--- config.mk ---
export PLATFORM = sky130hd
export DESIGN_NAME = periodic_task_table_scheduler
export DESIGN_NICKNAME = d
export VERILOG_FILES = /design/src/design/ptts_pkg.sv /design/src/design/periodic_task_table_scheduler.sv /design/src/design/ptts_ctrl.sv /design/src/design/ptts_dp.sv
export SDC_FILE = /design/constraint.sdc
export NUM_CORES = 1
export LEC_CHECK = 0
export ABC_AREA = 1
export BUFFER_PORTS_ARGS = -buffer_cell sky130_fd_sc_hd__buf_2
export CAP_MARGIN = 30
export CORE_MARGIN = 5
export CORE_UTILIZATION = 51
export CTS_BUF_LIST = sky130_fd_sc_hd__clkbuf_2 sky130_fd_sc_hd__clkbuf_4 sky130_fd_sc_hd__clkbuf_8
export DETAILED_ROUTE_END_ITERATION = 8
export PLACE_DENSITY = 0.72
export SYNTH_ARGS = -nofsm -noshare
export SYNTH_HDL_FRONTEND = slang
export SYNTH_SLANG_ARGS = --single-unit
--- constraint.sdc ---
create_clock -name clk -period 8.2 [get_ports clk]
set_clock_uncertainty 0.15 [all_clocks]
set_input_delay 0.82 -clock clk [delete_from_list [all_inputs] [get_ports clk]]
set_output_delay 0.82 -clock clk [all_outputs]
set_load 0.1 [all_outputs]
--- src/design/ptts_pkg.sv ---
package ptts_pkg;

	localparam int SLOT_COUNT_DEF = 8;
	localparam int MAX_RESULTS    = 8;
	localparam int CNT_W          = $clog2(MAX_RESULTS + 1);
	localparam int SLOT_W         = 3;
	localparam int OVF_W          = 16;
	localparam int LOW_W          = 8;
	localparam int TIME_W         = OVF_W + LOW_W;
	localparam int INTV_W         = 16;
	localparam int TAG_W          = 8;

	localparam logic MODE_TICK   = 1'b0;
	localparam logic MODE_CREATE = 1'b1;
	localparam logic KIND_CREATE = 1'b0;
	localparam logic KIND_FIRE   = 1'b1;

	typedef enum logic [1:0] {
		ST_EMPTY  = 2'd0,
		ST_ONCE   = 2'd1,
		ST_REPEAT = 2'd2
	} slot_st_t;

	typedef enum logic [2:0] {
		S_IDLE,
		S_CR_SCAN,
		S_CR_WRITE,
		S_TK_READ,
		S_TK_EVAL,
		S_TK_FLUSH
	} ctrl_state_t;

	typedef struct packed {
		logic              mode;
		logic [LOW_W-1:0]  timer_low;
		logic [INTV_W-1:0] interval;
		logic              repeating;
		logic [TAG_W-1:0]  task_tag;
	} in_item_t;

	typedef struct packed {
		logic              kind;
		logic [SLOT_W-1:0] slot;
		logic [TAG_W-1:0]  fired_tag;
		logic              last;
	} out_item_t;

	typedef struct packed {
		logic capture;
		logic create_step;
		logic create_commit;
		logic tick_read;
		logic tick_eval;
		logic flush;
	} dp_cmd_t;

	typedef struct packed {
		logic in_is_create;
		logic create_done;
		logic eval_blocked;
		logic eval_end;
		logic out_free;
		logic pend_valid;
	} dp_stat_t;

endpackage

--- src/design/periodic_task_table_scheduler.sv ---
// channel  signals                        transfer when
// in       in_valid, in_ready, in_item    in_valid && in_ready
// out      out_valid, out_ready, out_item out_valid && out_ready
//
// one item at a time; in_ready is high only while the controller is idle
// create: a search of up to SLOT_COUNT slots, one slot per cycle, then a write that waits on the output register
// tick: per slot a table read, then compare and update, stopping at the last slot or at the
// MAX_RESULTS-th firing, then a flush of the last firing; each firing waits on the output register
// reset empties every slot and clears the overflow count, no clearing pass
module periodic_task_table_scheduler #(
	parameter int SLOT_COUNT = ptts_pkg::SLOT_COUNT_DEF
) (
	input  logic                clk,
	input  logic                arst_n,
	input  logic                in_valid,
	output logic                in_ready,
	input  ptts_pkg::in_item_t  in_item,
	output logic                out_valid,
	input  logic                out_ready,
	output ptts_pkg::out_item_t out_item
);

	ptts_pkg::dp_cmd_t  cmd;
	ptts_pkg::dp_stat_t stat;

	ptts_ctrl u_ctrl (
		.clk      (clk),
		.arst_n   (arst_n),
		.in_valid (in_valid),
		.in_ready (in_ready),
		.stat     (stat),
		.cmd      (cmd)
	);

	ptts_dp #(
		.SLOT_COUNT (SLOT_COUNT)
	) u_dp (
		.clk       (clk),
		.arst_n    (arst_n),
		.in_item   (in_item),
		.cmd       (cmd),
		.stat      (stat),
		.out_ready (out_ready),
		.out_valid (out_valid),
		.out_item  (out_item)
	);

endmodule

--- src/design/ptts_ctrl.sv ---
module ptts_ctrl (
	input  logic               clk,
	input  logic               arst_n,
	input  logic               in_valid,
	output logic               in_ready,
	input  ptts_pkg::dp_stat_t stat,
	output ptts_pkg::dp_cmd_t  cmd
);

	ptts_pkg::ctrl_state_t state_q;
	ptts_pkg::ctrl_state_t state_d;

	always_ff @(posedge clk or negedge arst_n) begin
		if (!arst_n) begin
			state_q <= ptts_pkg::S_IDLE;
		end else begin
			state_q <= state_d;
		end
	end

	always_comb begin
		state_d  = state_q;
		cmd      = '0;
		in_ready = 1'b0;
		case (state_q)
			ptts_pkg::S_IDLE: begin
				in_ready = 1'b1;
				if (in_valid) begin
					cmd.capture = 1'b1;
					state_d = stat.in_is_create ? ptts_pkg::S_CR_SCAN : ptts_pkg::S_TK_READ;
				end
			end
			ptts_pkg::S_CR_SCAN: begin
				cmd.create_step = 1'b1;
				if (stat.create_done) begin
					state_d = ptts_pkg::S_CR_WRITE;
				end
			end
			ptts_pkg::S_CR_WRITE: begin
				if (stat.out_free) begin
					cmd.create_commit = 1'b1;
					state_d = ptts_pkg::S_IDLE;
				end
			end
			ptts_pkg::S_TK_READ: begin
				cmd.tick_read = 1'b1;
				state_d = ptts_pkg::S_TK_EVAL;
			end
			ptts_pkg::S_TK_EVAL: begin
				if (!stat.eval_blocked) begin
					cmd.tick_eval = 1'b1;
					state_d = stat.eval_end ? ptts_pkg::S_TK_FLUSH : ptts_pkg::S_TK_READ;
				end
			end
			ptts_pkg::S_TK_FLUSH: begin
				if (!stat.pend_valid) begin
					state_d = ptts_pkg::S_IDLE;
				end else if (stat.out_free) begin
					cmd.flush = 1'b1;
					state_d = ptts_pkg::S_IDLE;
				end
			end
			default: begin
				state_d = ptts_pkg::S_IDLE;
			end
		endcase
	end

endmodule

--- src/design/ptts_dp.sv ---
module ptts_dp #(
	parameter int SLOT_COUNT = ptts_pkg::SLOT_COUNT_DEF
) (
	input  logic                clk,
	input  logic                arst_n,
	input  ptts_pkg::in_item_t  in_item,
	input  ptts_pkg::dp_cmd_t   cmd,
	output ptts_pkg::dp_stat_t  stat,
	input  logic                out_ready,
	output logic                out_valid,
	output ptts_pkg::out_item_t out_item
);

	localparam int IDX_W = (SLOT_COUNT > 1) ? $clog2(SLOT_COUNT) : 1;

	ptts_pkg::slot_st_t status_q [SLOT_COUNT];
	logic               ran_q    [SLOT_COUNT];

	logic [ptts_pkg::TIME_W-1:0] ctime_mem [SLOT_COUNT];
	logic [ptts_pkg::INTV_W-1:0] intv_mem  [SLOT_COUNT];
	logic [ptts_pkg::TAG_W-1:0]  tag_mem   [SLOT_COUNT];

	logic [ptts_pkg::TIME_W-1:0] ctime_rd_q;
	logic [ptts_pkg::INTV_W-1:0] intv_rd_q;
	logic [ptts_pkg::TAG_W-1:0]  tag_rd_q;

	ptts_pkg::in_item_t          item_q;
	logic [ptts_pkg::OVF_W-1:0]  ovf_q;
	logic [IDX_W-1:0]            idx_q;
	logic [IDX_W-1:0]            sel_q;
	logic [ptts_pkg::CNT_W-1:0]  cnt_q;
	logic                        pend_valid_q;
	logic [ptts_pkg::SLOT_W-1:0] pend_slot_q;
	logic [ptts_pkg::TAG_W-1:0]  pend_tag_q;
	logic                        out_valid_q;
	ptts_pkg::out_item_t         out_q;

	ptts_pkg::slot_st_t          st;
	logic [ptts_pkg::TIME_W-1:0] now;
	logic [ptts_pkg::TIME_W:0]   due_at;
	logic                        active;
	logic                        due;
	logic                        hit;
	logic                        idx_last;
	logic                        out_free;
	logic                        fire;
	logic                        mem_we;
	logic [IDX_W-1:0]            mem_wa;
	logic                        out_load;
	ptts_pkg::out_item_t         out_next;

	assign st       = status_q[idx_q];
	assign now      = {ovf_q, item_q.timer_low};
	assign due_at   = {1'b0, ctime_rd_q} + (ptts_pkg::TIME_W + 1)'(intv_rd_q);
	assign active   = (st == ptts_pkg::ST_ONCE && !ran_q[idx_q]) || st == ptts_pkg::ST_REPEAT;
	assign due      = active && ({1'b0, now} > due_at);
	assign hit      = !(st == ptts_pkg::ST_ONCE || st == ptts_pkg::ST_REPEAT)
			|| (st == ptts_pkg::ST_ONCE && ran_q[idx_q]);
	assign idx_last = idx_q == IDX_W'(SLOT_COUNT - 1);
	assign out_free = !out_valid_q || out_ready;
	assign fire     = cmd.tick_eval && due;

	assign stat.in_is_create = in_item.mode == ptts_pkg::MODE_CREATE;
	assign stat.create_done  = hit || idx_last;
	assign stat.eval_blocked = due && pend_valid_q && !out_free;
	assign stat.eval_end     = idx_last
			|| (due && cnt_q == ptts_pkg::CNT_W'(ptts_pkg::MAX_RESULTS - 1));
	assign stat.out_free     = out_free;
	assign stat.pend_valid   = pend_valid_q;

	// table stores
	assign mem_we = cmd.create_commit || (fire && st == ptts_pkg::ST_REPEAT);
	assign mem_wa = cmd.create_commit ? sel_q : idx_q;

	always_ff @(posedge clk) begin
		if (mem_we) begin
			ctime_mem[mem_wa] <= now;
		end
		if (cmd.create_commit) begin
			intv_mem[sel_q] <= item_q.interval;
			tag_mem[sel_q]  <= item_q.task_tag;
		end
		if (cmd.tick_read) begin
			ctime_rd_q <= ctime_mem[idx_q];
			intv_rd_q  <= intv_mem[idx_q];
			tag_rd_q   <= tag_mem[idx_q];
		end
	end

	// result selection
	always_comb begin
		out_load = 1'b0;
		out_next = out_q;
		if (cmd.create_commit) begin
			out_load = 1'b1;
			out_next = '{kind: ptts_pkg::KIND_CREATE, slot: ptts_pkg::SLOT_W'(sel_q),
					fired_tag: item_q.task_tag, last: 1'b1};
		end else if (fire && pend_valid_q) begin
			out_load = 1'b1;
			out_next = '{kind: ptts_pkg::KIND_FIRE, slot: pend_slot_q,
					fired_tag: pend_tag_q, last: 1'b0};
		end else if (cmd.flush) begin
			out_load = 1'b1;
			out_next = '{kind: ptts_pkg::KIND_FIRE, slot: pend_slot_q,
					fired_tag: pend_tag_q, last: 1'b1};
		end
	end

	always_ff @(posedge clk) begin
		if (cmd.capture) begin
			item_q <= in_item;
		end
		if (out_load) begin
			out_q <= out_next;
		end
		if (fire) begin
			pend_slot_q <= ptts_pkg::SLOT_W'(idx_q);
			pend_tag_q  <= tag_rd_q;
		end
		if (cmd.create_step) begin
			if (hit) begin
				sel_q <= idx_q;
			end else if (idx_last) begin
				sel_q <= '0;
			end
		end
	end

	always_ff @(posedge clk or negedge arst_n) begin
		if (!arst_n) begin
			for (int i = 0; i < SLOT_COUNT; i++) begin
				status_q[i] <= ptts_pkg::ST_EMPTY;
				ran_q[i]    <= 1'b0;
			end
			ovf_q        <= '0;
			idx_q        <= '0;
			cnt_q        <= '0;
			pend_valid_q <= 1'b0;
			out_valid_q  <= 1'b0;
		end else begin
			if (cmd.capture) begin
				idx_q        <= '0;
				cnt_q        <= '0;
				pend_valid_q <= 1'b0;
				if (in_item.mode == ptts_pkg::MODE_TICK) begin
					ovf_q <= ovf_q + 1'b1;
				end
			end
			if (cmd.create_step && !hit && !idx_last) begin
				idx_q <= idx_q + 1'b1;
			end
			if (cmd.create_commit) begin
				status_q[sel_q] <= item_q.repeating ? ptts_pkg::ST_REPEAT : ptts_pkg::ST_ONCE;
				ran_q[sel_q]    <= 1'b0;
			end
			if (cmd.tick_eval) begin
				if (!idx_last) begin
					idx_q <= idx_q + 1'b1;
				end
				if (due) begin
					ran_q[idx_q] <= 1'b1;
					pend_valid_q <= 1'b1;
					cnt_q        <= cnt_q + 1'b1;
				end
			end
			if (cmd.flush) begin
				pend_valid_q <= 1'b0;
			end
			if (out_load) begin
				out_valid_q <= 1'b1;
			end else if (out_ready) begin
				out_valid_q <= 1'b0;
			end
		end
	end

	assign out_valid = out_valid_q;
	assign out_item  = out_q;

endmodule
==> metrics.txt, run 1 <==
P_int around 5.6 mW; most instantiated library cell after synthesis edfxtp_1; HPWL Detailed 27.21 mm; syn nets 1,600; Post-Route WL 48.80 mm; Initial Util 0.5139; ys flop type edfxtp_1; CTS tree built; Iter 0 DRT Violations ~1,400; Final #Nets 1,722; leading area contributor after synthesis edfxtp_1; Yosys warning count 0; clk_lat worst skew 0.63 ns; relative slew slack 0.4435; layout cells sized above 1 0.1597; port bufs 52; leakage power 8.777 nW; Area Overhead vs Synth 13.25%; Via Count 12,990; syn avg cell area about 14 sq um; min cycle time layout between 5 and 6 ns; MaxCap Viol Count 0; switch share 0.3355; Arr. time, crit path 5.41 ns; status finished clean; chip height 215.4 um; CTS Root Cell clkbuf_8; GRT overflow 0; I/O Pins between 50 and 60; Worst Setup Path Type reg2reg; Distinct cells, synth 51; Final TNS setup 0 ns; TritonCTS buffer count approximately 90; largest net degree at the start of global routing 53; Fmax 185.6 MHz; CTS Sinks approximately 540; sequential cell area fraction in the yosys report 0.7475; Post-route DRC 0; Rows 75; drt wl/cell around 22 um; Tcrit/Tclk final 0.6571; fraction of registers with async set/reset 0.09559; Antenna Nets Post-Route 0; sw power 2.839 mW; mapped cell area 0.02151 sq mm; EDFF count, synth 492; total track usage 0.2084; RSZ-0062 raised after global routing no; Gates resized, CTS repair 0; Max VDD drop between 150 and 200 uV; clock buffer depth 3; Layout fillers about 3,200; Critical Path Start Type flip-flop; Fin. Hold Viols 0; vias per inst ~5.8; Synth Instances 1,517; Worst setup EP type flip-flop; vias in the first global route 13,040; Final Wtd Congestion about 0.9; final setup margin approximately 2.8 ns; ranking of synthesized cells by area edfxtp_1 69%, dfrtp_1 6.1%, nand2_1 5.7%, ha_1 2.6%, a22oi_1 1.9%; pwr/cell area 347.4 mW/mm^2; flops & latches, synth 544; die area ~0.046 sq mm; core area approximately 0.042 sq mm; Gate power share 0.261; first-pass GRT wire length roughly 75 mm; die width 215.4 um; hold buffer count at CTS 0; max-slew violation count 0; H-tree levels 3; antenna violations before repair 0; Post-synth top cells 492 x edfxtp_1, 328 x nand2_1, 80 x inv_1, 70 x nor2_1, 58 x nand4_1; Final Setup Violations 0; part of the power in registers 0.454; Post-CTS Setup Inserts 0; CP Max Fanout 13; ant diodes 0; Post-Place Setup Slack about 2.8 ns; post-synth top area share 0.6870; clock network power share 0.285; 1st-pass router iterations 5; Hold Crit Class in2async; final total power about 8.5 mW; clock-pin slew on the worst setup and hold paths about 0.060 ns; Critical Path RT between 8 and 9 ns; worst slew pin tran 0.8348 ns
worst max-delay path, cell delays in order, from the launching register on:
cell and delay, ns:
edfxtp_1 0.40, ha_1 0.42, nand4_1 0.17, nor3_1 0.24, nand4_1 0.12, nand3_1 0.20, and3_1 0.23, nand4_1 0.10
xor2_1 0.16, ha_1 0.31, inv_1 0.06, nor2_1 0.20, nand4_1 0.14, nor4_1 0.55, inv_1 0.18, nand3_4 0.16
nor2_8 0.06, nand3_4 0.19, inv_2 0.21, nand2_1 0.16, nand3_1 0.52
power groups by stage:
| stage | logic [mW] | clock network (mW) | registers (mW) |
|---|---|---|---|
| 2_1_floorplan | 1.44 | 0 | 3.91 |
| 3_3_place_gp | 2.16 | 0 | 3.87 |
| 3_5_place_dp | 2.20 | 0 | 3.89 |
| 4_1_cts | 2.21 | 2.46 | 3.84 |
| 5_1_grt | 2.45 | 2.59 | 3.88 |
| 6_report | 2.21 | 2.41 | 3.84 |
per-layer routing:
| layer | global-route usage | routed length, um |
|---|---|---|
| met2 | 0.3264 | 22620 |
| met4 | 0.06721 | 1315 |
| met5 | 0 | 0 |
| met3 | 0.04025 | 3615 |
| met1 | 0.2990 | 21250 |
sequential cells by signal (all words and copies together), names as in the netlist, 13 cells and up:
register / flops
u_dp.intv_mem: 128
u_dp.status_q: 16
u_dp.ctime_mem: 192
u_dp.item_q: 33
u_dp.ovf_q: 16
u_dp.out_item: 13
u_dp.ctime_rd_q: 24
u_dp.tag_mem: 64
u_dp.intv_rd_q: 16
through the flow:
step / hold slack, ns / utilization / cells / area, sq um
global placement: 0.2507 / 0.5380 / 2088 / 22520
global route: 0.1686 / 0.5819 / 2242 / 24360
floorplan: 0.2503 / - / 1517 / 21510
finish: 0.1784 / 0.5819 / 2242 / 24360
detailed placement: 0.2545 / 0.5380 / 2088 / 22520
CTS: 0.1651 / 0.5819 / 2242 / 24360
area by class of cell:
| type | instances | area, sq um | share of cell area |
|---|---|---|---|
| Sequential cell | 544 | 16080 | 0.6600 |
| Multi-Input combinational cell | 840 | 4972 | 0.2042 |
| Clock buffer | 126 | 1572 | 0.06452 |
| Tap cell | 539 | 674.4 | 0.02769 |
| Timing Repair Buffer | 81 | 478.0 | 0.01962 |
| Inverter | 84 | 315.3 | 0.01295 |
| Clock inverter | 28 | 269.0 | 0.01104 |
layout by cell type, fill, tap and decap left out, types with 5 or more instances in the layout:
cell type and instances:
clkinv_1 14, ha_1 44, a21oi_1 32, nor2_1 53, a22o_1 36, a22oi_1 55, o21ai_2 8, dfrtp_1 52
nand4_1 58, a21o_1 5, clkinv_2 7, inv_1 77, nor3_1 9, clkbuf_4 26, nor2_2 16, bufinv_16 5
buf_4 29, edfxtp_1 492, nand2_1 328, clkbuf_8 100, o21ai_0 37, a221oi_1 43, xor2_1 21, buf_2 52
xnor2_1 17, nand3_1 38
cells by family after synthesis:
logic type	share of synthesized area
buffers and inverters	0.02478
muxes	0.0004654
AOI/OAI and AO/OA	0.07866
DFF	0.7475
adders and majority gates	0.02653
xor gates and xnor gates	0.01548
and+or+nand+nor	0.1066
path summary, 6_finish.rpt:
kind	startpoint	endpoint	slack, ns	depth (start not counted)
max	u_dp.intv_rd_q[14]	u_dp.out_item[4]	2.81	20
min	arst_n	u_dp.status_q[5]	0.18	2
max reg2reg	u_dp.intv_rd_q[14]	u_dp.out_item[4]	2.81	20
min reg2reg	u_dp.tag_rd_q[1]	u_dp.pend_tag_q[1]	0.26	0
max in group asynchronous	arst_n	u_dp.ovf_q[2]	7.24	2
min in group clk	in_item[3]	u_dp.item_q[3]	0.22	1
(Power assumes the default switching activity.)
==> inputs of run 2 (changes only) <==
--- a/config.mk
+++ b/config.mk
@@ -5,14 +5,14 @@
 export SDC_FILE = /design/constraint.sdc
 export NUM_CORES = 1
 export LEC_CHECK = 0
-export ABC_AREA = 1
+export ABC_AREA = 0
 export BUFFER_PORTS_ARGS = -buffer_cell sky130_fd_sc_hd__buf_2
 export CAP_MARGIN = 30
 export CORE_MARGIN = 5
 export CORE_UTILIZATION = 51
 export CTS_BUF_LIST = sky130_fd_sc_hd__clkbuf_2 sky130_fd_sc_hd__clkbuf_4 sky130_fd_sc_hd__clkbuf_8
 export DETAILED_ROUTE_END_ITERATION = 8
-export PLACE_DENSITY = 0.72
+export PLACE_DENSITY = 0.75
 export SYNTH_ARGS = -nofsm -noshare
 export SYNTH_HDL_FRONTEND = slang
 export SYNTH_SLANG_ARGS = --single-unit
==> constraint.sdc (replaced) <==
create_clock -name clk -period 4.7 [get_ports clk]
set_clock_uncertainty 0.15 [all_clocks]
set_input_delay 0.47 -clock clk [delete_from_list [all_inputs] [get_ports clk]]
set_output_delay 0.47 -clock clk [all_outputs]
set_load 0.1 [all_outputs]
==> run 2 against run 1 <==
Effect of this change: the flow now finishes with violations (negative setup slack); global-route usage increased by 0.82 points; sequential power is 74% higher; critical path depth rose by 3; synthesized cell count is 16% lower; largest cell class unchanged; register-to-register slack got worse by 3.3 ns; first-iteration DRC count shrank 9.3%; maximum frequency up 3.5%; sequential share of layout area shrank 1.6 points.
==> metrics.txt, run 2 <==
worst path cell trace ha_2 > fa_2 > a21oi_2 > nor2_1 > o31a_1 > o31ai_2 > o21ai_2 > a31oi_4 > nor3b_2 > xnor2_1 > ha_1 > nand4_1 > nor2_2 > o211ai_1 > a21oi_1 > o311ai_2 > clkbuf_16 > or3_4 > o31a_1 > buf_6 > nor2_4 > buf_4 > buf_12; Worst setup EP type flip-flop; Via Count 12,440 (-4.2%); most instantiated library cell after synthesis edfxtp_1; CP Max Fanout 12 (-1); post-synth top area share 0.7046 (+0.01763); vias per inst 5.947 (+2.7%); Worst Setup Path Type reg2reg; Post-Place Setup Slack -0.6495 ns (-3.494 ns); commonest cells after routing, fill and taps aside 492 x edfxtp_1, 179 x a22oi_1, 87 x clkbuf_8, 77 x buf_4, 60 x nand2_1; Iter 0 DRT Violations 1,283 (-9.3%); CTS Sinks 544 (unchanged); Post-route DRC 0 (unchanged); status complete, but fails checks; CTS tree built; final setup margin -0.5039 ns (-3.316 ns); Post-Synth XOR/XNOR Area 0.01462 (-0.0008560); CTS Root Cell clkbuf_8; Critical Path Start Type flip-flop; met2 Track Usage GR 0.3714 (+0.04500); hold path cells 3; antenna violations before repair 1 (+1); Hold WS 0.08122 ns (-0.09721 ns); clk_lat worst skew 0.67 ns (+0.04 ns); die area 0.04527 sq mm (-2.4%); commonest non-fill, non-tap cell in the layout edfxtp_1; multiplexer share of the synthesized area 0.01307 (+0.01260); mapped cell area 0.02097 sq mm (-2.5%); Hold Crit Class in2reg; min cycle time layout 5.204 ns (-0.1840 ns); total track usage 0.2165 (+0.008159); first-pass GRT wire length 73.95 mm (-1.4%); Max VDD drop 372.4 uV (+110%); failing checks negative setup slack; Simple-Gate Fraction of Synth Area 0.05883 (-0.04780); Worst path slowest cell edfxtp_1; max-slew violation count 0 (unchanged); HPWL Detailed 28.97 mm (+6.5%); relative slew slack 0.3748 (-0.06870); crit-path max cell delay 0.37 ns (-0.18 ns); hold path endpoint u_dp.ovf_q[0]; clock buffer depth 3 (unchanged); TritonCTS buffer count 85 (-3.4%); largest net degree at the start of global routing 53 (unchanged); CP most frequent cell o31a_1; pwr/cell area 576.6 mW/mm^2 (+66%); syn nets 1,358 (-15%); GR met3 Demand/Resource 0.03644 (-0.003809); Distinct cells, synth 64 (+25%); drt wl/cell 23.49 um (+7.9%); Post-Route WL 49.14 mm (+0.68%); reg2reg start u_dp.ctime_rd_q[0]; Tcrit/Tclk final 1.107 (+0.4502); largest family of logic cells by synthesized area compound AO/OA/AOI/OAI gates; multi-input logic area 0.004813 sq mm (-3.2%); Final #Nets 1,579 (-8.3%); EDFF count, synth 492 (unchanged); Compound-Gate Fraction of Synth Area 0.1047 (+0.02601); MaxCap Viol Count 0 (unchanged); GRT overflow 0 (unchanged); Layout fillers 2,838 (-11%); RSZ-0062 raised after global routing yes; Final Setup Violations 229 (+229); leading area contributor after synthesis edfxtp_1; fraction of registers with async set/reset 0.09559 (unchanged); ranking of synthesized cells by area edfxtp_1 70%, a22oi_1 6.4%, dfrtp_1 6.2%, ha_1 2.6%, nand4_1 1.5%; R2R Path End u_dp.ctime_mem[1][19]; Initial Util 0.5147 (+0.0008399); worst slew pin tran 0.9368 ns (+0.1020 ns); Adder-Cell Fraction of Synth Area 0.02721 (+0.0006807); 1st-pass router iterations 6 (+1); Top reg by flops u_dp.ctime_mem; max FFs per register 192 (unchanged); hold path startpoint in_item[33]; clock-pin slew on the worst setup and hold paths 0.06 ns (about the same); register area 0.01608 sq mm (unchanged); R2R Setup Slk -0.50 ns (-3.32 ns); Post-synth top cells 492 x edfxtp_1, 179 x a22oi_1, 61 x nor2_1, 60 x nand2_1, 52 x dfrtp_1; number of cells on the worst reg-to-reg path 23 (+15%); met1 GRT Util 0.2809 (-0.01815); ys flop type edfxtp_1; port bufs 52 (unchanged); Fin. Hold Viols 0 (unchanged); Fmax 192.2 MHz (+3.5%); H-tree levels 3 (unchanged); Synth Instances 1,275 (-16%); leakage power 8.651 nW (-1.4%); Area Overhead vs Synth 19.00%; Rows 74 (-1.3%); vias in the first global route 12,470 (-4.4%); core area 0.04074 sq mm (-2.7%); Antenna Nets Post-Route 0 (unchanged); I/O Pins 53 (unchanged); Critical Path RT 4.90 ns (-3.32 ns); Regs by FF count u_dp.ctime_mem: 192 flops, u_dp.intv_mem: 128 flops, u_dp.tag_mem: 64 flops; die width 212.8 um (-1.2%); layout cells sized above 1 0.2284 (+0.06863); Most Crowded Layer GR met2; sequential cell area fraction in the yosys report 0.7666 (+0.01918); Arr. time, crit path 5.40 ns (about the same); Final Wtd Congestion 0.8450 (-6.5%); flops & latches, synth 544 (unchanged); syn avg cell area 16.45 sq um (+16%); Yosys warning count 0 (unchanged); chip height 212.8 um (-1.2%)
==> run 2: cell count changes after synthesis, moves of 21 or more <==
cell and delta:
nand2_1 -268, a22oi_1 +124, inv_1 -59, a221oi_1 -36, a22o_1 -29, o21ai_0 -21
==> run 2: worst max-delay path by stage <==
stage                        from                     to  slack (ns)  cells after the start
2_1_floorplan  u_dp.ctime_rd_q[0]   u_dp.ctime_mem[1][0]       -0.21                     20
3_3_place_gp   u_dp.ctime_rd_q[0]       u_dp.out_item[1]       -0.45                     20
3_5_place_dp   u_dp.ctime_rd_q[0]       u_dp.out_item[3]       -0.65                     20
4_1_cts        u_dp.ctime_rd_q[0]  u_dp.ctime_mem[1][20]       -0.49                     23
5_1_grt        u_dp.ctime_rd_q[0]  u_dp.ctime_mem[1][17]       -0.73                     23
6_report       u_dp.ctime_rd_q[0]  u_dp.ctime_mem[1][19]       -0.50                     23
==> run 2: through the flow <==
stage          utilization  area (sq um)  total power [mW]  TNS (ns)  cells
2_1_floorplan            -         21110             8.908    -36.82   1275
3_3_place_gp        0.5535         22550             10.19    -78.94   1881
3_5_place_dp        0.5540         22570             10.32   -111.40   1882
4_1_cts             0.6082         24780             14.34    -90.84   2082
5_1_grt             0.6125         24950             15.05   -132.99   2092
6_report            0.6125         24950             14.39    -82.34   2092
==> run 2: cells by family (layout without fill, tap and decap cells) <==
logic type / count (synthesis) / after routing
xor gates and xnor gates: 35 / 35
buffers and inverters: 76 / 360
muxes: 24 / 24
and+or+nand+nor: 249 / 249
AOI/OAI and AO/OA: 302 / 302
adders and majority gates: 45 / 45
other: 0 / 1
DFF: 544 / 544
==> run 2: power by group <==
group	total, mW	internal [mW]	switching [mW]	leakage (nW)
registers	6.67	6.21	0.458	5.13
logic	3.81	1.41	2.39	2.64
clock network	3.91	2.09	1.82	0.885
==> run 2: routing by layer <==
metal	wire length (um)	part of all wire	vias up
met1	19350	0.39	6232
met5	0	0	-
met3	3440	0.070	98
met2	24740	0.50	538
li1	-	-	5574
met4	1605	0.033	0
==> run 2: critical path, delay by kind of cell (launching register included) <==
family / cells / cell delay, ns
compound gates: 9 / 1.82
simple gates: 6 / 0.91
fa+ha+maj: 3 / 0.88
flops: 1 / 0.37
buf+inv: 4 / 0.62
xor+xnor: 1 / 0.13
==> run 2: cell type report <==
type / instances / share of cell area
clock buffers: 123 / 0.05881
repair buffers: 187 / 0.06513
diodes: 1 / 0.0001003
flip-flops and latches: 544 / 0.6442
inverters: 23 / 0.003761
clock inverters: 27 / 0.008424
well taps: 532 / 0.02667
multi-input cells: 655 / 0.1929
==> run 2: what timing repair did <==
action / CTS / global route
buffers inserted: 15 / 5
endpoints found under the hold margin: 85 / 0
endpoints found under the setup margin: 230 / 237
resized for setup: 12 / 15
pin swaps: 6 / 4
hold buffers: 34 / 0
gates cloned: 1 / 4
